===== src/rtl/bdlp_pkg.sv =====
// shared types and constants for the button debounce and long press block
package bdlp_pkg;

    localparam int DEF_NUM_BUTTONS = 5;
    localparam int DEF_COUNT_WIDTH = 16;
    localparam int CFG_WIDTH       = 16;
    localparam int CFG_INDEX_WIDTH = 2;
    localparam int QUEUE_DEPTH     = 2;

    localparam logic [CFG_WIDTH-1:0] SETTLE_RESET = 16'd20;
    localparam logic [CFG_WIDTH-1:0] REPEAT_RESET = 16'd500;
    localparam logic [CFG_WIDTH-1:0] LONG_RESET   = 16'd3000;

    typedef enum logic [CFG_INDEX_WIDTH-1:0] {
        REG_SETTLE_TICKS = 2'd0,
        REG_REPEAT_TICKS = 2'd1,
        REG_LONG_TICKS   = 2'd2
    } cfg_reg_t;

    typedef enum logic [1:0] {
        EV_PRESSED  = 2'd0,
        EV_RELEASED = 2'd1,
        EV_REPEAT   = 2'd2,
        EV_LONG     = 2'd3
    } event_kind_t;

    typedef struct packed {
        logic [CFG_WIDTH-1:0] settle_ticks;
        logic [CFG_WIDTH-1:0] repeat_ticks;
        logic [CFG_WIDTH-1:0] long_ticks;
    } cfg_t;

endpackage


===== src/rtl/bdlp_front.sv =====
// front part: edge detection, settle counter and hold counters, one tick per cycle while tick_fire is high
module bdlp_front
    import bdlp_pkg::*;
#(
    parameter int NUM_BUTTONS = DEF_NUM_BUTTONS,
    parameter int COUNT_WIDTH = DEF_COUNT_WIDTH
)
(
    input  logic                     clk,
    input  logic                     rst_n,
    input  cfg_t                     cfg,
    input  logic                     tick_fire,
    input  logic [NUM_BUTTONS-1:0]   levels,
    output logic                     push,
    output logic [4*NUM_BUTTONS-1:0] push_data
);

    localparam int CW = (COUNT_WIDTH > CFG_WIDTH) ? COUNT_WIDTH : CFG_WIDTH;
    localparam logic [COUNT_WIDTH-1:0] CNT_MAX = {COUNT_WIDTH{1'b1}};

    logic [NUM_BUTTONS-1:0] prev_reg;
    logic [NUM_BUTTONS-1:0] pending_reg, pending_next;
    logic [NUM_BUTTONS-1:0] held_reg, held_next;
    logic                   active_reg, active_next;
    logic [COUNT_WIDTH-1:0] settle_reg, settle_next;
    logic [COUNT_WIDTH-1:0] hold_reg [NUM_BUTTONS];
    logic [COUNT_WIDTH-1:0] hold_next [NUM_BUTTONS];
    logic [COUNT_WIDTH-1:0] phase_reg [NUM_BUTTONS];
    logic [COUNT_WIDTH-1:0] phase_next [NUM_BUTTONS];

    logic [NUM_BUTTONS-1:0] edges;
    logic [NUM_BUTTONS-1:0] smask;
    logic [NUM_BUTTONS-1:0] slev;
    logic [NUM_BUTTONS-1:0] held_mid;
    logic [NUM_BUTTONS-1:0] rmask;
    logic [NUM_BUTTONS-1:0] lmask;
    logic [COUNT_WIDTH-1:0] settle_inc;
    logic [CW-1:0]          lim;
    logic [CW-1:0]          rep;
    logic [CW-1:0]          lng;
    logic                   sample;

    always_comb
    begin
        lim = (cfg.settle_ticks == '0) ? CW'(1) : CW'(cfg.settle_ticks);
        rep = (cfg.repeat_ticks == '0) ? CW'(1) : CW'(cfg.repeat_ticks);
        lng = CW'(cfg.long_ticks);
        edges = (levels ^ prev_reg) & ~pending_reg;
        settle_inc = (settle_reg == CNT_MAX) ? settle_reg : settle_reg + 1'b1;
        sample = 1'b0;
        pending_next = pending_reg;
        active_next = active_reg;
        settle_next = settle_reg;
        if (edges != '0)
        begin
            pending_next = pending_reg | edges;
            active_next = 1'b1;
            settle_next = '0;
        end
        else if (active_reg)
        begin
            if (CW'(settle_inc) >= lim)
            begin
                sample = 1'b1;
                pending_next = '0;
                active_next = 1'b0;
                settle_next = '0;
            end
            else
            begin
                settle_next = settle_inc;
            end
        end
        smask = sample ? pending_reg : '0;
        slev = smask & levels;
        held_mid = (held_reg & ~smask) | slev;
        held_next = held_mid;
        for (int i = 0; i < NUM_BUTTONS; i++)
        begin
            rmask[i] = 1'b0;
            lmask[i] = 1'b0;
            hold_next[i] = '0;
            phase_next[i] = '0;
            if (held_mid[i])
            begin
                hold_next[i] = (hold_reg[i] == CNT_MAX) ? hold_reg[i] : hold_reg[i] + 1'b1;
                phase_next[i] = (phase_reg[i] == CNT_MAX) ? phase_reg[i] : phase_reg[i] + 1'b1;
                if (CW'(phase_next[i]) >= rep)
                begin
                    rmask[i] = 1'b1;
                    phase_next[i] = '0;
                end
                if (lng != '0 && CW'(hold_next[i]) == lng)
                begin
                    lmask[i] = 1'b1;
                    hold_next[i] = '0;
                    phase_next[i] = '0;
                    held_next[i] = 1'b0;
                end
            end
        end
    end

    assign push = tick_fire && ((smask | rmask | lmask) != '0);
    assign push_data = {smask, slev, rmask, lmask};

    always_ff @(posedge clk or negedge rst_n)
    begin
        if (!rst_n)
        begin
            prev_reg <= '0;
            pending_reg <= '0;
            held_reg <= '0;
            active_reg <= 1'b0;
            settle_reg <= '0;
            for (int i = 0; i < NUM_BUTTONS; i++)
            begin
                hold_reg[i] <= '0;
                phase_reg[i] <= '0;
            end
        end
        else if (tick_fire)
        begin
            prev_reg <= levels;
            pending_reg <= pending_next;
            held_reg <= held_next;
            active_reg <= active_next;
            settle_reg <= settle_next;
            for (int i = 0; i < NUM_BUTTONS; i++)
            begin
                hold_reg[i] <= hold_next[i];
                phase_reg[i] <= phase_next[i];
            end
        end
    end

endmodule


===== src/rtl/bdlp_queue.sv =====
// short queue of per-tick event masks between front and back
module bdlp_queue
    import bdlp_pkg::*;
#(
    parameter int WIDTH = 4 * DEF_NUM_BUTTONS,
    parameter int DEPTH = QUEUE_DEPTH
)
(
    input  logic             clk,
    input  logic             rst_n,
    input  logic             push,
    input  logic [WIDTH-1:0] push_data,
    output logic             full,
    input  logic             pop,
    output logic             not_empty,
    output logic [WIDTH-1:0] pop_data
);

    localparam int AW = (DEPTH > 1) ? $clog2(DEPTH) : 1;
    localparam int NW = $clog2(DEPTH + 1);

    logic [WIDTH-1:0] slot_reg [DEPTH];
    logic [AW-1:0]    wr_reg;
    logic [AW-1:0]    rd_reg;
    logic [NW-1:0]    count_reg;

    assign full = (count_reg == NW'(DEPTH));
    assign not_empty = (count_reg != '0);
    assign pop_data = slot_reg[rd_reg];

    always_ff @(posedge clk)
    begin
        if (push)
        begin
            slot_reg[wr_reg] <= push_data;
        end
    end

    always_ff @(posedge clk or negedge rst_n)
    begin
        if (!rst_n)
        begin
            wr_reg <= '0;
            rd_reg <= '0;
            count_reg <= '0;
        end
        else
        begin
            if (push)
            begin
                wr_reg <= (wr_reg == AW'(DEPTH - 1)) ? '0 : wr_reg + 1'b1;
            end
            if (pop)
            begin
                rd_reg <= (rd_reg == AW'(DEPTH - 1)) ? '0 : rd_reg + 1'b1;
            end
            if (push && !pop)
            begin
                count_reg <= count_reg + 1'b1;
            end
            else if (pop && !push)
            begin
                count_reg <= count_reg - 1'b1;
            end
        end
    end

endmodule


===== src/rtl/bdlp_back.sv =====
// back part: drains the event masks of one tick, one event per cycle while event_ready is high
module bdlp_back
    import bdlp_pkg::*;
#(
    parameter int NUM_BUTTONS = DEF_NUM_BUTTONS,
    parameter int IW = (NUM_BUTTONS > 1) ? $clog2(NUM_BUTTONS) : 1
)
(
    input  logic                     clk,
    input  logic                     rst_n,
    input  logic                     q_not_empty,
    input  logic [4*NUM_BUTTONS-1:0] q_data,
    output logic                     q_pop,
    output logic                     event_valid,
    input  logic                     event_ready,
    output logic [IW-1:0]            button_index,
    output logic [1:0]               event_kind,
    output logic                     last_event
);

    logic                   busy_reg;
    logic [NUM_BUTTONS-1:0] smask_reg, smask_next;
    logic [NUM_BUTTONS-1:0] slev_reg;
    logic [NUM_BUTTONS-1:0] rmask_reg, rmask_next;
    logic [NUM_BUTTONS-1:0] lmask_reg, lmask_next;
    logic                   valid_reg;
    logic [IW-1:0]          index_reg, index_next;
    event_kind_t            kind_reg, kind_next;
    logic                   last_reg, last_next;
    logic [NUM_BUTTONS-1:0] hmask;
    logic                   found;
    logic                   advance;

    assign q_pop = !busy_reg && q_not_empty;
    assign advance = busy_reg && (!valid_reg || event_ready);
    assign hmask = rmask_reg | lmask_reg;

    always_comb
    begin
        smask_next = smask_reg;
        rmask_next = rmask_reg;
        lmask_next = lmask_reg;
        index_next = '0;
        kind_next = EV_PRESSED;
        found = 1'b0;
        if (smask_reg != '0)
        begin
            for (int i = 0; i < NUM_BUTTONS; i++)
            begin
                if (!found && smask_reg[i])
                begin
                    found = 1'b1;
                    index_next = IW'(i);
                    kind_next = slev_reg[i] ? EV_PRESSED : EV_RELEASED;
                    smask_next[i] = 1'b0;
                end
            end
        end
        else
        begin
            for (int i = 0; i < NUM_BUTTONS; i++)
            begin
                if (!found && hmask[i])
                begin
                    found = 1'b1;
                    index_next = IW'(i);
                    if (rmask_reg[i])
                    begin
                        kind_next = EV_REPEAT;
                        rmask_next[i] = 1'b0;
                    end
                    else
                    begin
                        kind_next = EV_LONG;
                        lmask_next[i] = 1'b0;
                    end
                end
            end
        end
        last_next = ((smask_next | rmask_next | lmask_next) == '0);
    end

    always_ff @(posedge clk or negedge rst_n)
    begin
        if (!rst_n)
        begin
            busy_reg <= 1'b0;
            valid_reg <= 1'b0;
            smask_reg <= '0;
            slev_reg <= '0;
            rmask_reg <= '0;
            lmask_reg <= '0;
            index_reg <= '0;
            kind_reg <= EV_PRESSED;
            last_reg <= 1'b0;
        end
        else
        begin
            if (q_pop)
            begin
                busy_reg <= 1'b1;
                {smask_reg, slev_reg, rmask_reg, lmask_reg} <= q_data;
            end
            else if (advance)
            begin
                busy_reg <= !last_next;
                smask_reg <= smask_next;
                rmask_reg <= rmask_next;
                lmask_reg <= lmask_next;
            end
            if (advance)
            begin
                valid_reg <= 1'b1;
                index_reg <= index_next;
                kind_reg <= kind_next;
                last_reg <= last_next;
            end
            else if (event_ready)
            begin
                valid_reg <= 1'b0;
            end
        end
    end

    assign event_valid = valid_reg;
    assign button_index = index_reg;
    assign event_kind = kind_reg;
    assign last_event = last_reg;

endmodule


===== src/rtl/button_debounce_long_press.sv =====
// top level of the button debouncer with repeat and long press events
// Each accepted tick carries the raw levels of all buttons; its state update
// (edge masking, shared settle counter, per-button hold and repeat counters) is
// done in the cycle in which it is accepted, and the events it causes are queued
// as masks and sent one per cycle while event_ready is high from an output
// register, settle events first in button order, then repeat and long press per
// button. The back end loads a tick's masks before it sends that tick's events;
// its single event port sets the sustained rate, and ticks keep being taken
// while the two-entry queue has room. Configuration writes take effect at once;
// there is no read-back.
module button_debounce_long_press
    import bdlp_pkg::*;
#(
    parameter int NUM_BUTTONS = DEF_NUM_BUTTONS,
    parameter int COUNT_WIDTH = DEF_COUNT_WIDTH,
    parameter int IW = (NUM_BUTTONS > 1) ? $clog2(NUM_BUTTONS) : 1
)
(
    input  logic                       clk,
    input  logic                       rst_n,
    input  logic                       cfg_write,
    input  logic [CFG_INDEX_WIDTH-1:0] cfg_index,
    input  logic [CFG_WIDTH-1:0]       cfg_data,
    input  logic                       tick_valid,
    output logic                       tick_ready,
    input  logic [NUM_BUTTONS-1:0]     button_levels,
    output logic                       event_valid,
    input  logic                       event_ready,
    output logic [IW-1:0]              button_index,
    output logic [1:0]                 event_kind,
    output logic                       last_event
);

    cfg_t                     cfg_reg;
    logic                     tick_fire;
    logic                     push;
    logic [4*NUM_BUTTONS-1:0] push_data;
    logic                     q_full;
    logic                     q_pop;
    logic                     q_not_empty;
    logic [4*NUM_BUTTONS-1:0] q_data;

    always_ff @(posedge clk or negedge rst_n)
    begin
        if (!rst_n)
        begin
            cfg_reg.settle_ticks <= SETTLE_RESET;
            cfg_reg.repeat_ticks <= REPEAT_RESET;
            cfg_reg.long_ticks <= LONG_RESET;
        end
        else if (cfg_write)
        begin
            unique case (cfg_index)
                REG_SETTLE_TICKS: cfg_reg.settle_ticks <= cfg_data;
                REG_REPEAT_TICKS: cfg_reg.repeat_ticks <= cfg_data;
                REG_LONG_TICKS:   cfg_reg.long_ticks <= cfg_data;
                default:          cfg_reg <= cfg_reg;
            endcase
        end
    end

    assign tick_ready = !q_full;
    assign tick_fire = tick_valid && tick_ready;

    bdlp_front #(
        .NUM_BUTTONS (NUM_BUTTONS),
        .COUNT_WIDTH (COUNT_WIDTH)
    ) u_front (
        .clk       (clk),
        .rst_n     (rst_n),
        .cfg       (cfg_reg),
        .tick_fire (tick_fire),
        .levels    (button_levels),
        .push      (push),
        .push_data (push_data)
    );

    bdlp_queue #(
        .WIDTH (4 * NUM_BUTTONS),
        .DEPTH (QUEUE_DEPTH)
    ) u_queue (
        .clk       (clk),
        .rst_n     (rst_n),
        .push      (push),
        .push_data (push_data),
        .full      (q_full),
        .pop       (q_pop),
        .not_empty (q_not_empty),
        .pop_data  (q_data)
    );

    bdlp_back #(
        .NUM_BUTTONS (NUM_BUTTONS),
        .IW          (IW)
    ) u_back (
        .clk          (clk),
        .rst_n        (rst_n),
        .q_not_empty  (q_not_empty),
        .q_data       (q_data),
        .q_pop        (q_pop),
        .event_valid  (event_valid),
        .event_ready  (event_ready),
        .button_index (button_index),
        .event_kind   (event_kind),
        .last_event   (last_event)
    );

endmodule

===== config.mk =====
export PLATFORM = sky130hd
export DESIGN_NAME = button_debounce_long_press
export DESIGN_NICKNAME = d
export VERILOG_FILES = /design/src/rtl/bdlp_pkg.sv /design/src/rtl/bdlp_front.sv /design/src/rtl/bdlp_queue.sv /design/src/rtl/bdlp_back.sv /design/src/rtl/button_debounce_long_press.sv
export SDC_FILE = /design/constraint.sdc
export NUM_CORES = 1
export LEC_CHECK = 0
export ABC_AREA = 1
export ABC_CLOCK_PERIOD_IN_PS = 5700
export BUFFER_PORTS_ARGS = -buffer_cell sky130_fd_sc_hd__buf_2
export CORE_UTILIZATION = 46
export DETAILED_ROUTE_END_ITERATION = 12
export PLACE_DENSITY = 0.59
export RECOVER_POWER = 100
export SLEW_MARGIN = 20
export SYNTH_ARGS = -nofsm -noshare
export SYNTH_HDL_FRONTEND = slang
export SYNTH_HIERARCHICAL = 1
export SYNTH_SLANG_ARGS = --single-unit

===== constraint.sdc =====
create_clock -name clk -period 5.7 [get_ports clk]
set_input_delay 0.285 -clock clk [delete_from_list [all_inputs] [get_ports clk]]
set_output_delay 0.285 -clock clk [all_outputs]
set_load 0.02 [all_outputs]

==> run_results.csv <==
group,metric,value,unit
status,outcome,"finished, violations left",
status,violations_in_the_final_reports,"capacitance limit, slew limit",
drt,num_vias,19800,
die,initial_utilization,0.471,
sta,timing.setup.tns,0,ps
pwr,pwr-share-comb,0.275,
place,port_buffers,35,
setup_path,cpPeakStageDelay,390,ps
synth,post_synth_main_area_contributors,"sky130_fd_sc_hd__dfrtp_1 30%, sky130_fd_sc_hd__nand2_1 15%, sky130_fd_sc_hd__inv_1 7.3%",
setup_path,worst-endpoint-arrival,5300,ps
sta,report.final.slew_viol_count,272,
pwr,power.switching_fraction,0.361,
place,place_area,22100,um^2
setup_path,kind_of_launch_point_of_the_worst_setup_path,"flip-flop",
final_layout,layout.cell_area.non_filler,23600,um^2
drt,avgViaCountPerCell,5.49,
final_layout,fillerInstances,4473,
cts,clkLatencyLatePin,570,ps
pwr,power.switching,2.74,mW
die,die_span_y,218,um
sta,slew-limit-headroom,-0.874,
worst_hold_path,timing.hold.worst.class,"input pin to flip-flop",
final_layout,drive_gt1_frac,0.0742,
pwr,powerDensity,322,nW/um^2
synth,postSynthCellCount,2941,
cts,cts_made_buffers,39,
synth,synth_cell_type_count,59,
cts,clkSlewWorstSetupHoldPaths,50,ps
die,num_io_pins,36,
setup_path,reg2reg_setup_slack,640,ps
setup_path,critPathMaxFanout,20,
synth,synth-edff-count,40,
drt,ant_nets,0,
cts,tritoncts,"done",
global_routing,grt.overflow.total,0,
setup_path,crit-reg2reg-launch,"u_front/settle_reg[0]",
drt,routedWlPerCell,17.3,um
setup_path,crit_slowest_cell,"sky130_fd_sc_hd__dfrtp_1",
drt,remaining_routing_drc_violations,0,
sta,fmax,0.198,GHz
global_routing,gr-usage-all-layers,0.267,
flow_run,max-cap-violations,3,
place,gpl.final_weighted_congestion,0.920,
synth,synth_flop_cell,"sky130_fd_sc_hd__dfrtp_1",
synth,netlist.top_cell.by_area,"sky130_fd_sc_hd__dfrtp_1",
synth,synth_seq_area_share,0.372,
sta,worst_slew_pin_slew,2810,ps
final_layout,finish.net_count,3111,
cts,ctsHtreeMaxLevel,2,
global_routing,first_global_vias,19100,
global_routing,grt_start_max_net_pins,143,
drt,postRouteWirelength,62400,um
final_layout,post_synthesis_to_final_layout_area_growth,9.57,%
drt,detailedRoute.firstIterationViolations,1729,
setup_path,crit_path_end_kind,"flip-flop",
synth,post_synth_instance_area,21600,um^2
pwr,share_clk_of_total_power,0.354,
pwr,power.internal,4.86,mW
synth,synthArstFlopShare,0.872,
sta,finalSetupViolations,0,
sta,finClkSkew,15.7,ps
die,core_area,45800,um^2
cts,clock_sink_count,312,
setup_path,critPathCapture,"u_queue/slot_reg[0][1]",
cts,cts_buffer_depth,3,
global_routing,grt_antenna_before_repair,1,
cts,cts_root_buf,"sky130_fd_sc_hd__clkbuf_16",
synth,yosys_warnings,6,
die,die_area,47700,um^2
pwr,power.share.sequential,0.371,
global_routing,grt_pass1_wl,101000,um
setup_path,timing_worst_setup_path_type,"flip-flop to flip-flop",
setup_path,cp-startpoint,"u_front/settle_reg[0]",
sta,final_min_period_over_clock_period,0.888,
synth,synth-seq-cells,312,
synth,synth_area_per_cell,7.33,um^2
setup_path,timing.critical_path.required,5940,ps
die,fp-row-count,78,
final_layout,layout_common_cells,"845 x sky130_fd_sc_hd__nand2_1, 422 x sky130_fd_sc_hd__inv_1, 256 x sky130_fd_sc_hd__dfrtp_1",
pwr,power_leakage,11.3,nW
synth,total_nets_after_synthesis,3077,
sta,hold_viol,0,
setup_path,terminus_of_the_critical_flop_to_flop_path,"u_queue/slot_reg[0][1]",
sta,rsz0062_at_grt,"false",
pwr,vdd_drop_max,374,uV
sta,min_period,5060,ps
drt,detail_route.first_pass.iterations,7,
die,die_width,218,um
final_layout,mostFrequentLayoutCell,"sky130_fd_sc_hd__nand2_1",
cts,cts_setup_buffers,0,
setup_path,rr_worst_depth,35,
synth,synth.top_cell.area_share,0.298,
place,dp.final_hpwl,44200,um
setup_path,cpMostUsedCell,"sky130_fd_sc_hd__nand2_1",
through the flow:
stage                     worst slack (ps)  total power, mW  cells  hold slack (ps)  utilization
final                                  641             7.61   3607             27.8        0.516
after global routing                  64.9             8.06   3607             35.7        0.516
after CTS                              449             7.69   3606            0.592        0.518
after detailed placement               458             4.95   3514              400        0.483
after global placement                 620             4.89   3514              402        0.483
after floorplan                        717             4.30   2941            -10.6            -
metal layers:
layer  up-vias  track usage  wire [um]
met1      9420        0.365      29000
met2       554        0.434      28300
met5         -            0          0
met4         0       0.0946       1920
li1       9734            -          -
met3       109       0.0298       3190
timing repair:
action,in CTS,in global routing
hold buffers,20,0
resized for setup,0,2
endpoints found under the setup margin,0,42
endpoints found under the hold margin,124,0
cells in the mapped netlist, drive strengths merged, types with 2 or more instances:
master	number
o211ai	8
edfxtp	40
nor4	20
xor2	87
nor3	41
dfrtp	257
o21bai	11
a21oi	77
a21boi	5
nand3b	2
or2	2
o31ai	6
o21a	7
xnor2	4
o21ai	120
buf	41
ha	108
clkbuf	32
nor2	280
a31oi	6
inv	431
a41oi	2
mux2	20
nand2	866
nand3	225
a211oi	2
nand4	90
dfstp	15
o221ai	5
o22ai	122
layout make-up:
| cell class | count | area (um^2) | share of cell area |
|---|---|---|---|
| repair buffers | 66 | 444 | 0.0188 |
| multi-input cells | 2124 | 11400 | 0.482 |
| well taps | 600 | 751 | 0.0318 |
| flip-flops and latches | 312 | 8030 | 0.340 |
| diodes | 1 | 2.50 | 0.000106 |
| clock buffers | 59 | 1190 | 0.0505 |
| inverters | 432 | 1630 | 0.0689 |
| clock inverters | 13 | 201 | 0.00853 |
power by group through the flow:
stage	Clock (mW)	Combinational (mW)	Sequential, mW
after floorplan	0	1.56	2.74
after global placement	0	2.05	2.84
after detailed placement	0	2.10	2.85
after CTS	2.77	2.11	2.81
after global routing	2.84	2.36	2.85
final	2.69	2.09	2.82
logic make-up (layout without fill, tap and decap cells):
group | after synthesis | in the layout | share of synthesized area
flops | 312 | 312 | 0.372
xor+xnor | 92 | 92 | 0.0387
compound gates | 377 | 377 | 0.103
fa+ha+maj | 108 | 108 | 0.0627
other cells | 0 | 1 | 0
mux | 21 | 21 | 0.0142
simple gates | 1526 | 1526 | 0.311
buf+inv | 505 | 570 | 0.0981
worst min path at each step:
stage                            start              endpoint  slack, ps  cells after the start
after floorplan                  rst_n            cfg_reg[0]        -10                      0
after global placement           rst_n  u_front/hold_reg[31]        400                      1
after detailed placement         rst_n  u_front/hold_reg[31]        400                      1
after CTS                 cfg_data[12]           cfg_reg[28]        0.6                      3
after global routing      cfg_data[12]           cfg_reg[44]         40                      3
final                      cfg_data[9]            cfg_reg[9]         30                      3
critical path, delay by kind of cell, from the launching register on:
kind / cells / cell delay [ps]
AO/OA/AOI/OAI: 2 / 330
buffers and inverters: 7 / 800
adder cells (fa/ha/maj): 2 / 500
flip-flops: 1 / 390
XOR/XNOR: 1 / 180
AND/OR/NAND/NOR: 23 / 2520
(Power assumes the default switching activity.)
